## config.mk

```make
export PLATFORM = sky130hd
export DESIGN_NAME = irrigation_pump_sequencer_unit
export DESIGN_NICKNAME = d
export VERILOG_FILES = /design/src/design/ips_pkg.sv /design/src/design/ips_csr.sv /design/src/design/ips_fsm.sv /design/src/design/irrigation_pump_sequencer_unit.sv
export SDC_FILE = /design/constraint.sdc
export NUM_CORES = 1
export LEC_CHECK = 0
export ABC_AREA = 1
export ABC_CLOCK_PERIOD_IN_PS = 3100
export BUFFER_PORTS_ARGS = -buffer_cell sky130_fd_sc_hd__buf_2
export CAP_MARGIN = 20
export CORE_ASPECT_RATIO = 1.75
export CORE_UTILIZATION = 53
export DETAILED_ROUTE_END_ITERATION = 12
export MAX_ROUTING_LAYER = met4
export PLACE_DENSITY = 0.76
export RECOVER_POWER = 50
export SLEW_MARGIN = 20
export SYNTH_ARGS = -nofsm -noshare
export SYNTH_HDL_FRONTEND = slang
export SYNTH_SLANG_ARGS = --single-unit
```

## constraint.sdc

```tcl
create_clock -name clock -period 3.1 [get_ports clock]
set_clock_uncertainty 0.15 [all_clocks]
set_input_delay 0 -clock clock [delete_from_list [all_inputs] [get_ports clock]]
set_output_delay 0 -clock clock [all_outputs]
set_load 0.02 [all_outputs]
```

## src/design/ips_pkg.sv

```systemverilog
// ----------------------------------------------------------------------------
// Irrigation pump sequencer package
// Shared types, register indexes and mode codes of the pump sequencer.
// ----------------------------------------------------------------------------
package ips_pkg;

   localparam int MAX_SLOTS   = 4;
   localparam int CSR_INDEX_W = 3;
   localparam int VOL_W       = 20;
   localparam int TICK_W      = 16;
   localparam int DAY_W       = 16;
   localparam int FLOW_W      = 16;
   localparam int CODE_W      = 3;

   // Register indexes; slot n sits at CSR_SLOT0 + n.
   localparam logic [CSR_INDEX_W-1:0] CSR_SLOT0   = 3'd0;
   localparam logic [CSR_INDEX_W-1:0] CSR_NO_FLOW = 3'd4;
   localparam logic [CSR_INDEX_W-1:0] CSR_RETRY   = 3'd5;
   localparam logic [CSR_INDEX_W-1:0] CSR_LEAK    = 3'd6;

   localparam logic [TICK_W-1:0] RST_NO_FLOW = 16'd60;
   localparam logic [TICK_W-1:0] RST_RETRY   = 16'd600;
   localparam logic [VOL_W-1:0]  RST_LEAK    = 20'd500;

   // Flow at or below one litre per minute counts as no flow.
   localparam logic [FLOW_W-1:0] FLOW_MIN_ML = 16'd1000;
   localparam logic [TICK_W-1:0] TICK_MAX    = 16'hFFFF;

   localparam logic [CODE_W-1:0] MODE_CODE_IDLE   = 3'd0;
   localparam logic [CODE_W-1:0] MODE_CODE_MANUAL = 3'd1;
   localparam logic [CODE_W-1:0] MODE_CODE_WATER  = 3'd2;
   localparam logic [CODE_W-1:0] MODE_CODE_DELAY  = 3'd3;
   localparam logic [CODE_W-1:0] MODE_CODE_BLOCK  = 3'd4;

   typedef enum logic [4:0] {
      MODE_IDLE   = 5'b00001,
      MODE_MANUAL = 5'b00010,
      MODE_WATER  = 5'b00100,
      MODE_DELAY  = 5'b01000,
      MODE_BLOCK  = 5'b10000
   } mode_type;

   typedef struct packed {
      logic              enable;
      logic [4:0]        hour;
      logic [5:0]        minute;
      logic [VOL_W-1:0]  target_ml;
   } slot_type;

   typedef struct packed {
      logic [TICK_W-1:0] no_flow_ticks;
      logic [TICK_W-1:0] retry_ticks;
      logic [VOL_W-1:0]  leak_threshold_ml;
   } cfg_type;

   typedef struct packed {
      logic [4:0]        hour_now;
      logic [5:0]        minute_now;
      logic [DAY_W-1:0]  day_index;
      logic              time_valid;
      logic              paused;
      logic              manual_request;
      logic [FLOW_W-1:0] flow_ml_per_min;
      logic [VOL_W-1:0]  delivered_ml;
      logic [VOL_W-1:0]  target_ml;
   } req_type;

   typedef struct packed {
      logic              pump_on;
      logic [CODE_W-1:0] mode_code;
      logic              clear_volume;
      logic              load_target;
      logic [VOL_W-1:0]  new_target_ml;
      logic              clear_manual;
      logic              record_last;
      logic [VOL_W-1:0]  last_volume_ml;
      logic              shake_request;
      logic              save_request;
   } rsp_type;

   function automatic logic [CODE_W-1:0] mode_code(input mode_type m);
      logic [CODE_W-1:0] c;
      unique case (m)
         MODE_MANUAL: c = MODE_CODE_MANUAL;
         MODE_WATER:  c = MODE_CODE_WATER;
         MODE_DELAY:  c = MODE_CODE_DELAY;
         MODE_BLOCK:  c = MODE_CODE_BLOCK;
         default:     c = MODE_CODE_IDLE;
      endcase
      return c;
   endfunction

endpackage

```

## src/design/ips_csr.sv

```systemverilog
// ----------------------------------------------------------------------------
// Pump sequencer configuration registers
// Holds the schedule slots, the flow and retry timeouts and the leak threshold.
// ----------------------------------------------------------------------------
module ips_csr #(
   parameter int NUM_SLOTS = 4
) (
   input  logic                                clock,
   input  logic                                reset,
   input  logic                                csr_wen,
   input  logic [ips_pkg::CSR_INDEX_W-1:0]     csr_index,
   input  logic [31:0]                         csr_wdata,
   output ips_pkg::cfg_type                    cfg,
   output ips_pkg::slot_type                   slot_cfg [NUM_SLOTS]
);
   import ips_pkg::*;

   cfg_type  cfg_ff;
   slot_type slot_ff [NUM_SLOTS];

   always_ff @(posedge clock) begin
      if (reset) begin
         cfg_ff.no_flow_ticks     <= RST_NO_FLOW;
         cfg_ff.retry_ticks       <= RST_RETRY;
         cfg_ff.leak_threshold_ml <= RST_LEAK;
      end else if (csr_wen) begin
         if (csr_index == CSR_NO_FLOW) cfg_ff.no_flow_ticks <= csr_wdata[TICK_W-1:0];
         if (csr_index == CSR_RETRY)   cfg_ff.retry_ticks   <= csr_wdata[TICK_W-1:0];
         if (csr_index == CSR_LEAK)    cfg_ff.leak_threshold_ml <= csr_wdata[VOL_W-1:0];
      end
   end

   // Slot indexes at or above NUM_SLOTS have no register and are dropped.
   for (genvar g = 0; g < NUM_SLOTS; g++) begin : g_slot
      always_ff @(posedge clock) begin
         if (reset) begin
            slot_ff[g] <= '0;
         end else if (csr_wen && csr_index == CSR_SLOT0 + CSR_INDEX_W'(g)) begin
            slot_ff[g] <= slot_type'(csr_wdata);
         end
      end
      assign slot_cfg[g] = slot_ff[g];
   end

   assign cfg = cfg_ff;

endmodule

```

## src/design/ips_fsm.sv

```systemverilog
// ----------------------------------------------------------------------------
// Pump sequencer mode machine
// Holds the mode, flow timer, last watering day and slot done flags, and works
// out the result beat of one tick.
// ----------------------------------------------------------------------------
module ips_fsm #(
   parameter int NUM_SLOTS = 4
) (
   input  logic                 clock,
   input  logic                 reset,
   input  logic                 advance,
   input  ips_pkg::req_type     item,
   input  ips_pkg::cfg_type     cfg,
   input  ips_pkg::slot_type    slot_cfg [NUM_SLOTS],
   output ips_pkg::rsp_type     result
);
   import ips_pkg::*;

   mode_type                mode_ff,      mode_in;
   logic [DAY_W-1:0]        last_day_ff,  last_day_in;
   logic [TICK_W-1:0]       flow_idle_ff, flow_idle_in;
   logic [NUM_SLOTS-1:0]    slot_done_ff, slot_done_in;

   always_comb begin
      logic       found;
      logic [TICK_W-1:0] fic;

      result       = '0;
      mode_in      = mode_ff;
      last_day_in  = last_day_ff;
      slot_done_in = slot_done_ff;
      found        = 1'b0;

      if (item.flow_ml_per_min > FLOW_MIN_ML) begin
         fic = '0;
      end else if (flow_idle_ff != TICK_MAX) begin
         fic = flow_idle_ff + TICK_W'(1);
      end else begin
         fic = flow_idle_ff;
      end
      flow_idle_in = fic;

      unique case (mode_ff)
         MODE_MANUAL: begin
            if (!item.manual_request || item.delivered_ml >= item.target_ml) begin
               result.clear_manual   = 1'b1;
               result.record_last    = 1'b1;
               result.last_volume_ml = item.delivered_ml;
               result.clear_volume   = 1'b1;
               last_day_in           = item.day_index;
               mode_in               = MODE_IDLE;
            end
         end
         MODE_WATER: begin
            if (item.paused) begin
               mode_in = MODE_BLOCK;
            end else if (item.manual_request) begin
               result.clear_volume = 1'b1;
               mode_in             = MODE_MANUAL;
            end else if (item.target_ml <= item.delivered_ml) begin
               result.record_last    = 1'b1;
               result.last_volume_ml = item.delivered_ml;
               result.clear_volume   = 1'b1;
               result.save_request   = 1'b1;
               last_day_in           = item.day_index;
               mode_in               = MODE_IDLE;
            end else if (fic > cfg.no_flow_ticks) begin
               mode_in      = MODE_DELAY;
               flow_idle_in = '0;
            end
         end
         MODE_DELAY: begin
            if (item.paused) begin
               mode_in = MODE_BLOCK;
            end else if (item.manual_request) begin
               result.clear_volume = 1'b1;
               mode_in             = MODE_MANUAL;
            end else if (fic > cfg.retry_ticks) begin
               mode_in      = MODE_WATER;
               flow_idle_in = '0;
            end
         end
         MODE_BLOCK: begin
            // Leaving blocked for manual keeps the delivered volume.
            if (item.manual_request) begin
               mode_in = MODE_MANUAL;
            end else if (!item.paused) begin
               mode_in = MODE_IDLE;
            end
         end
         default: begin
            mode_in = MODE_IDLE;
            result.shake_request = item.delivered_ml > cfg.leak_threshold_ml;
            if (item.time_valid && item.day_index != last_day_ff) begin
               slot_done_in = '0;
               last_day_in  = item.day_index;
            end
            if (item.paused) begin
               mode_in = MODE_BLOCK;
            end else if (item.manual_request) begin
               result.clear_volume = 1'b1;
               mode_in             = MODE_MANUAL;
            end else begin
               // First enabled slot not yet run today whose time matches wins.
               for (int i = 0; i < NUM_SLOTS; i++) begin
                  if (!found && slot_cfg[i].enable && !slot_done_in[i] &&
                      slot_cfg[i].hour == item.hour_now &&
                      slot_cfg[i].minute == item.minute_now) begin
                     found               = 1'b1;
                     slot_done_in[i]     = 1'b1;
                     result.load_target  = 1'b1;
                     result.new_target_ml = slot_cfg[i].target_ml;
                     result.clear_volume = 1'b1;
                     flow_idle_in        = '0;
                     mode_in             = MODE_WATER;
                  end
               end
            end
         end
      endcase

      result.pump_on   = (mode_in == MODE_WATER) || (mode_in == MODE_MANUAL);
      result.mode_code = mode_code(mode_in);
   end

   always_ff @(posedge clock) begin
      if (reset) begin
         mode_ff      <= MODE_IDLE;
         last_day_ff  <= '0;
         flow_idle_ff <= '0;
         slot_done_ff <= '0;
      end else if (advance) begin
         mode_ff      <= mode_in;
         last_day_ff  <= last_day_in;
         flow_idle_ff <= flow_idle_in;
         slot_done_ff <= slot_done_in;
      end
   end

endmodule

```

## src/design/irrigation_pump_sequencer_unit.sv

```systemverilog
// ----------------------------------------------------------------------------
// Irrigation pump sequencer unit
// A request beat passes the input register, then the mode update into the
// response register. Throughput: one tick per cycle while rsp_ready is high;
// the input register refills while a finished response waits for rsp_ready.
// Synchronous reset returns the mode to idle, clears the day, flow timer and
// slot done flags and loads register defaults.
// ----------------------------------------------------------------------------
module irrigation_pump_sequencer_unit #(
   parameter int NUM_SLOTS = 4
) (
   input  logic                             clock,
   input  logic                             reset,
   input  logic                             csr_wen,
   input  logic [ips_pkg::CSR_INDEX_W-1:0]  csr_index,
   input  logic [31:0]                      csr_wdata,
   input  logic                             req_valid,
   output logic                             req_ready,
   input  logic [4:0]                       req_hour_now,
   input  logic [5:0]                       req_minute_now,
   input  logic [15:0]                      req_day_index,
   input  logic                             req_time_valid,
   input  logic                             req_paused,
   input  logic                             req_manual_request,
   input  logic [15:0]                      req_flow_ml_per_min,
   input  logic [19:0]                      req_delivered_ml,
   input  logic [19:0]                      req_target_ml,
   output logic                             rsp_valid,
   input  logic                             rsp_ready,
   output logic                             rsp_pump_on,
   output logic [2:0]                       rsp_mode_code,
   output logic                             rsp_clear_volume,
   output logic                             rsp_load_target,
   output logic [19:0]                      rsp_new_target_ml,
   output logic                             rsp_clear_manual,
   output logic                             rsp_record_last,
   output logic [19:0]                      rsp_last_volume_ml,
   output logic                             rsp_shake_request,
   output logic                             rsp_save_request
);
   import ips_pkg::*;

   cfg_type  cfg;
   slot_type slot_cfg [NUM_SLOTS];
   req_type  req_ff,  req_in;
   rsp_type  rsp_ff,  rsp_in;
   logic     req_valid_ff;
   logic     rsp_valid_ff;
   logic     advance;

   ips_csr #(.NUM_SLOTS(NUM_SLOTS)) u_csr (
      .clock     (clock),
      .reset     (reset),
      .csr_wen   (csr_wen),
      .csr_index (csr_index),
      .csr_wdata (csr_wdata),
      .cfg       (cfg),
      .slot_cfg  (slot_cfg)
   );

   ips_fsm #(.NUM_SLOTS(NUM_SLOTS)) u_fsm (
      .clock    (clock),
      .reset    (reset),
      .advance  (advance),
      .item     (req_ff),
      .cfg      (cfg),
      .slot_cfg (slot_cfg),
      .result   (rsp_in)
   );

   assign advance   = req_valid_ff && (!rsp_valid_ff || rsp_ready);
   assign req_ready = !req_valid_ff || advance;

   assign req_in = '{
      hour_now:        req_hour_now,
      minute_now:      req_minute_now,
      day_index:       req_day_index,
      time_valid:      req_time_valid,
      paused:          req_paused,
      manual_request:  req_manual_request,
      flow_ml_per_min: req_flow_ml_per_min,
      delivered_ml:    req_delivered_ml,
      target_ml:       req_target_ml
   };

   always_ff @(posedge clock) begin
      if (reset) begin
         req_valid_ff <= 1'b0;
         rsp_valid_ff <= 1'b0;
      end else begin
         if (req_ready) req_valid_ff <= req_valid;
         if (advance) begin
            rsp_valid_ff <= 1'b1;
         end else if (rsp_ready) begin
            rsp_valid_ff <= 1'b0;
         end
      end
   end

   always_ff @(posedge clock) begin
      if (req_valid && req_ready) req_ff <= req_in;
      if (advance) rsp_ff <= rsp_in;
   end

   assign rsp_valid          = rsp_valid_ff;
   assign rsp_pump_on        = rsp_ff.pump_on;
   assign rsp_mode_code      = rsp_ff.mode_code;
   assign rsp_clear_volume   = rsp_ff.clear_volume;
   assign rsp_load_target    = rsp_ff.load_target;
   assign rsp_new_target_ml  = rsp_ff.new_target_ml;
   assign rsp_clear_manual   = rsp_ff.clear_manual;
   assign rsp_record_last    = rsp_ff.record_last;
   assign rsp_last_volume_ml = rsp_ff.last_volume_ml;
   assign rsp_shake_request  = rsp_ff.shake_request;
   assign rsp_save_request   = rsp_ff.save_request;

   // A scheduled start always lands in watering.
   a_load_means_water: assert property (@(posedge clock) disable iff (reset)
      rsp_valid && rsp_load_target |-> rsp_mode_code == MODE_CODE_WATER)
      else $error("target load without a move to watering");

   // A finished session returns to idle and clears the volume counter.
   a_record_means_idle: assert property (@(posedge clock) disable iff (reset)
      rsp_valid && rsp_record_last |-> rsp_mode_code == MODE_CODE_IDLE && rsp_clear_volume)
      else $error("session record without idle and volume clear");

   a_pump_follows_mode: assert property (@(posedge clock) disable iff (reset)
      rsp_valid |-> rsp_pump_on == (rsp_mode_code == MODE_CODE_WATER ||
                                    rsp_mode_code == MODE_CODE_MANUAL))
      else $error("pump drive disagrees with mode");

   a_target_zero_unless_load: assert property (@(posedge clock) disable iff (reset)
      rsp_valid && !rsp_load_target |-> rsp_new_target_ml == '0)
      else $error("new target set without a load");

   // A stalled request beat moves into the mode machine once the response slot frees.
   a_stage_moves: assert property (@(posedge clock) disable iff (reset)
      req_valid_ff && !rsp_valid_ff |=> rsp_valid_ff)
      else $error("held request beat did not produce a response");

endmodule

```

Yosys cells after proc, flatten, opt, wreduce, memory -nomap -nowiden
Memories as Yosys holds them, arrays and structs flattened.
Cells that the tools add are included.
Cells by class
  $add $sub $neg: 1
  magnitude comparators: 6
  eq/ne operators: 28
  multiplexer cells: 99
  bitwise logic cells: 7
  reduce and logical (&&, ||, !) cells: 49
Operators with widths (count)
  2-to-1 mux 16 bit: 20
  2-to-1 mux 22 bit: 6
  2-to-1 mux 32 bit: 4
  case mux 16 bit (3 select lines): 2
  2-to-1 mux 21 bit: 4
  2-to-1 mux 5 bit: 12
  case mux 21 bit (2 select lines): 1
  2-to-1 mux 1 bit: 39
  greater-than comparator 16 bit: 2
  equality test 6 bit: 4
  logical AND 1 bit: 22
  equality test 5 bit: 4
  >= comparator 20 bit: 1
  greater-than comparator 20 bit: 1
  less-or-equal comparator 20 bit: 1
  case mux 5 bit (4 select lines): 1
  adder 16 x 1 -> 16 bit, second input constant: 1
  greater-than comparator 16 x 10 -> 1 bit, second input constant: 1
  2-to-1 mux 4 bit: 4
  inequality test 16 bit: 1
  inequality test 16 bit, second input constant: 1
  2-to-1 mux 3 bit: 4
  case mux 3 bit (4 select lines): 1
  equality test 5 x 2 -> 1 bit, second input constant: 2
  other kinds (22): 51
Storage, ports and cells
  register bits after elaboration: 231
  bits in writable memories: 128
  output and inout port bits: 52
  logic and storage cells: 219
  memories: 1
Memories
  u_csr.slot_ff: words 4, width 32, read ports 4, clocked after memory_dff 0, wr ports 4, RTL line ips_csr.sv:19  | slot_type slot_ff [NUM_SLOTS];

Logic depth before layout (Yosys ltp)
  depth in word-level cells: 41
  depth in mapped cells: 26

Cells and area by module
Synthesis repeated with hierarchy kept, for this count alone.
Unflattened totals
  cells, all modules: 1837
  area, all modules: 16976.3 sq um
Modules (own cells, without submodules)
  ips_csr: times used 1, cells an instance 595, area an instance 6578.8 sq um
  ips_fsm: times used 1, cells an instance 1094, area an instance 6222.2 sq um
  irrigation_pump_sequencer_unit: times used 1, cells an instance 148, area an instance 4175.3 sq um

Least setup slack after synthesis
No wires, ideal clock.
  path type: register to register
  start: register u_fsm.flow_idle_ff[1]
  end: register u_fsm.flow_idle_ff[11]
  arrival time: 2808 ps
  required time: 2748 ps
  path slack: -60 ps
  cell stages (with the launch flop): 25
  buffers on the path: 1
  period minus slack after synthesis: 3160 ps
  cells stage by stage: dfxtp_1 ha_1 nand2_1 nor2_2 nand3_1 nor2_4 nand2_2 nor2_4 nand3_4 nand3_2 nor3_1 a211oi_1 ha_1 nand2_1 nor2_1 nand2_1 o211ai_1 nand2_1 nand2_1 nand2_1 nand2_1 nand4_2 buf_2 nand3_1 a21oi_1
On the way
  word-level cells in the longest chain between the ends: 10
  elaborated cells between the ends (all ways): 20
RTL lines
  start: declaration: RTL line ips_fsm.sv:21  | logic [TICK_W-1:0] flow_idle_ff, flow_idle_in;
  start signal: assignment: RTL line ips_fsm.sv:135  | flow_idle_ff <= flow_idle_in;
  adder 16 x 1 -> 16 bit or inequality test 16 bit (tied branches): RTL line ips_fsm.sv:37, ips_fsm.sv:36
  2-to-1 mux 16 bit *: RTL line ips_fsm.sv:36  | end else if (flow_idle_ff != TICK_MAX) begin
  2-to-1 mux 16 bit *: RTL line ips_fsm.sv:34  | if (item.flow_ml_per_min > FLOW_MIN_ML) begin
  parallel branches: the longest is 6 deep, another holds greater-than comparator 16 bit
  case mux 16 bit (3 select lines) *: RTL line ips_fsm.sv:43  | unique case (mode_ff)
Mark *: on every way between the ends.
A chain may end at the register's enable or synchronous reset.

Worst setup path after layout
  start: register u_fsm.flow_idle_ff[1]
  end: register u_fsm.flow_idle_ff[8]
The elaborated chain is that of the path after synthesis.

==> flow_summary_export.csv <==
group,metric,value,unit
synth,synth_top_area_share,46.9,%
final_layout,final_layout_size_suffix_gt1_share,19.3,%
timing,setup_slack,-0.215,ns
clock_tree,cts.clk_slew.worst_paths,0.06,ns
pwr,p_per_area,506,nW/µm²
worst_setup_path,end_kind,"flop",
worst_setup_path,critPathSlowestCell,"dfxtp_4",
synth,synth-main-ff-cell,"edfxtp_1",
synth,netlist_area,16900,µm²
synth,synth.distinct_cells,54,
synth,synth_nets,1980,
global_route,grtUsageTotal,31.6,%
routing,vias,14500,
pwr,fin_total_pwr,11200,µW
hold_path,min_path_type,"in -> reg",
synth,synth_edf_count,264,
routing,drt-total-wl,49400,µm
synth,synth_cells,1781,
global_route,grt_pass1_wl,75200,µm
synth,synth_most_common_cell,"nand2_1",
place,dpl.hpwl,31200,µm
clock_tree,cts_root_buffer,"clkbuf_16",
worst_setup_path,crit_buf_inv,5,
die,core-area,31400,µm²
die,die_w,137,µm
pwr,ir_worst_vdd,0.502,mV
worst_setup_path,slowest_delay,0.37,ns
timing,finalSetupViolCount,21,
clock_tree,cts_buffer_depth,3,
synth,synth_seq_area_share,58.1,%
run_status,violations,"capacitance limit, slew limit, setup timing",
timing,timing.slew.headroom,-20.8,%
die,num_rows,86,
run,timing.max_cap.violations,4,
synth,ys_top_cells_by_count,"275 x nand2_1, 264 x edfxtp_1, 245 x nor2_1",
final_layout,diodes,0,
synth,synth.avg_cell_area,9.50,µm²
routing,antenna_left,0,
timing,period_share,107,%
routing,drt_iter0_drc,809,
run_status,status,"complete, but fails checks",
worst_setup_path,critPathArrivalTime,3.64,ns
timing,tns,-3.62,ns
final_layout,area_growth_syn_to_layout,31.1,%
global_route,grt_pass1_vias,14800,
synth,yosys_warnings,0,
global_route,grt_max_degree,76,
routing,first_pass_iters,5,
clock_tree,clock-sinks,359,
routing,wl_per_cell,18.8,µm
final_layout,fin_nets,2409,
place,gp_congestion,0.975,
worst_setup_path,cp_top_family,"simple AND/OR/NAND/NOR gates",
synth,synth.area.top_cells,"edfxtp_1 47%, dfxtp_1 11%, nand2_1 6.1%",
timing,finalHoldViolCount,0,
clock_tree,cts_max_level,2,
global_route,grt-ovfl-total,0,
routing,drc,0,
synth,postSynth.asyncResetShare,0,%
routing,via_per_inst,5.50,
worst_setup_path,critPathKind,"reg -> reg",
timing,period_needed,3.32,ns
timing,max_freq,302,MHz
clock_tree,clkLatencyLatePin,0.56,ns
timing,tightest_slew,1.81,ns
die,pin_count,178,
die,die-height,238,µm
timing,maxSlewViolCount,132,
synth,synth.largest_area_cell,"edfxtp_1",
clock_tree,numCtsBuffers,36,
synth,synth_seq_cells,359,
timing,rsz0062_at_grt,"yes",
worst_setup_path,worstPathRequired,3.43,ns
pwr,leakagePower,0.00929,µW
worst_setup_path,path_cells,"nand2_4 > nor2_4 > nand2_2 > nor2_4 > inv_1 > nor2_2 > nand3_2 > buf_4 > xor2_2 > a21oi_2 > buf_4 > ha_1 > nand2_1 > inv_1 > o21ai_1 > nand2_1 > nor2_1 > nand2_1 > nand2_2 > nand2_2 > nand4_4 > clkbuf_16 > nand3_1 > a21oi_1",
worst_setup_path,start_kind,"flop",
die,die_area,32700,µm²
clock_tree,cts_tree,"built",
place,port_buffers,177,
global_route,grt_antenna_before_repair,0,
die,floorplan.initialDensity,53.8,%
worst_setup_path,worstPathMaxFanout,8,
## final cells by class
class	instances	area (µm²)
Clock buffer	47	962
Clock inverter	19	235
Fill cell	2308	9240
Inverter	251	943
Multi-Input combinational cell	1114	6360
Sequential cell	359	9850
Tap cell	396	495
Timing Repair Buffer	448	3340
## cells by family after synthesis
kind of cell	Yosys count	share of synthesized area (%)
xor gates and xnor gates	13	0.673
adders and majority gates	73	5.40
DFF	359	58.1
buffers and inverters	308	7.14
AOI/OAI and AO/OA	302	9.62
and+or+nand+nor	726	19.1
## through the flow
| step | hold WS, ns | setup WS [ns] | util, % | instance area, µm² | instances |
|---|---|---|---|---|---|
| floorplan | -0.0511 | 0.0677 | - | 17000 | 1781 |
| CTS | 0.000351 | -0.128 | 70.3 | 22100 | 2627 |
| global route | 0.00910 | -0.402 | 70.6 | 22200 | 2634 |
| global placement | 0.0269 | -0.341 | 59.7 | 18800 | 2374 |
| detailed placement | 0.0281 | -0.374 | 59.7 | 18800 | 2374 |
| finish | 0.0123 | -0.215 | 70.6 | 22200 | 2634 |
## layer usage
metal  track usage, %  vias to the layer above  wire length [µm]
li1                 -                     6862                 -
met1             31.1                     6841             16800
met2             57.6                      582             26800
met3             4.19                      209              2490
met4             19.0                        0              3320
met5                -                        -                 0
## final timing paths
check	start	endpoint	slack, ns	cells past startpoint
min	req_target_ml[0]	req_ff[0]	0.01	2
max reg2reg	u_fsm.flow_idle_ff[1]	u_fsm.flow_idle_ff[8]	-0.22	24
min reg2reg	u_csr.cfg[48]	u_csr.cfg[48]	0.31	2
max	u_fsm.flow_idle_ff[1]	u_fsm.flow_idle_ff[8]	-0.22	24
## cells in the final DEF, fill, tap and decap left out, types with 8 or more instances in the layout
cell type / instances
o211ai_1: 16
inv_2: 27
buf_4: 87
nand2_2: 12
ha_1: 59
dfxtp_1: 88
buf_2: 115
nand3_1: 73
clkbuf_1: 75
a31oi_1: 8
nor3_1: 18
nand4_1: 39
edfxtp_1: 264
clkbuf_16: 37
nor2_4: 11
a21oi_2: 14
nand3_2: 16
a21oi_1: 120
dlygate4sd3_1: 167
nand2_1: 263
o21ai_1: 43
nor2_1: 231
o21ai_0: 80
nor2_2: 10
inv_1: 222
ha_4: 13
or2_2: 22
## flip-flops by register name, indices dropped and copies added, names as in the netlist, 3 cells and up
signal              cells
req_ff                 86
rsp_last_volume_ml     20
rsp_mode_code           3
rsp_new_target_ml      20
u_csr.cfg              52
u_csr.slot_ff         128
u_fsm.flow_idle_ff     16
u_fsm.last_day_ff      16
u_fsm.mode_ff           5
u_fsm.slot_done_ff      4
## timing repair
action                                  CTS  global route
gates cloned                              1             0
hold buffers                            167             0
pin swaps                                39            25
buffers inserted                         19             7
endpoints found under the setup margin   21            41
hold endpoints to repair                272             0
gates resized for setup                  62            39
## where the power goes
group | total, µW | switching, µW | internal, µW
Sequential | 5590 | 145 | 5440
Clock | 4490 | 1930 | 2560
Combinational | 1150 | 695 | 451
Total | 11200 | 2770 | 8460
Note: power is estimated with default switching activity, not from simulation.
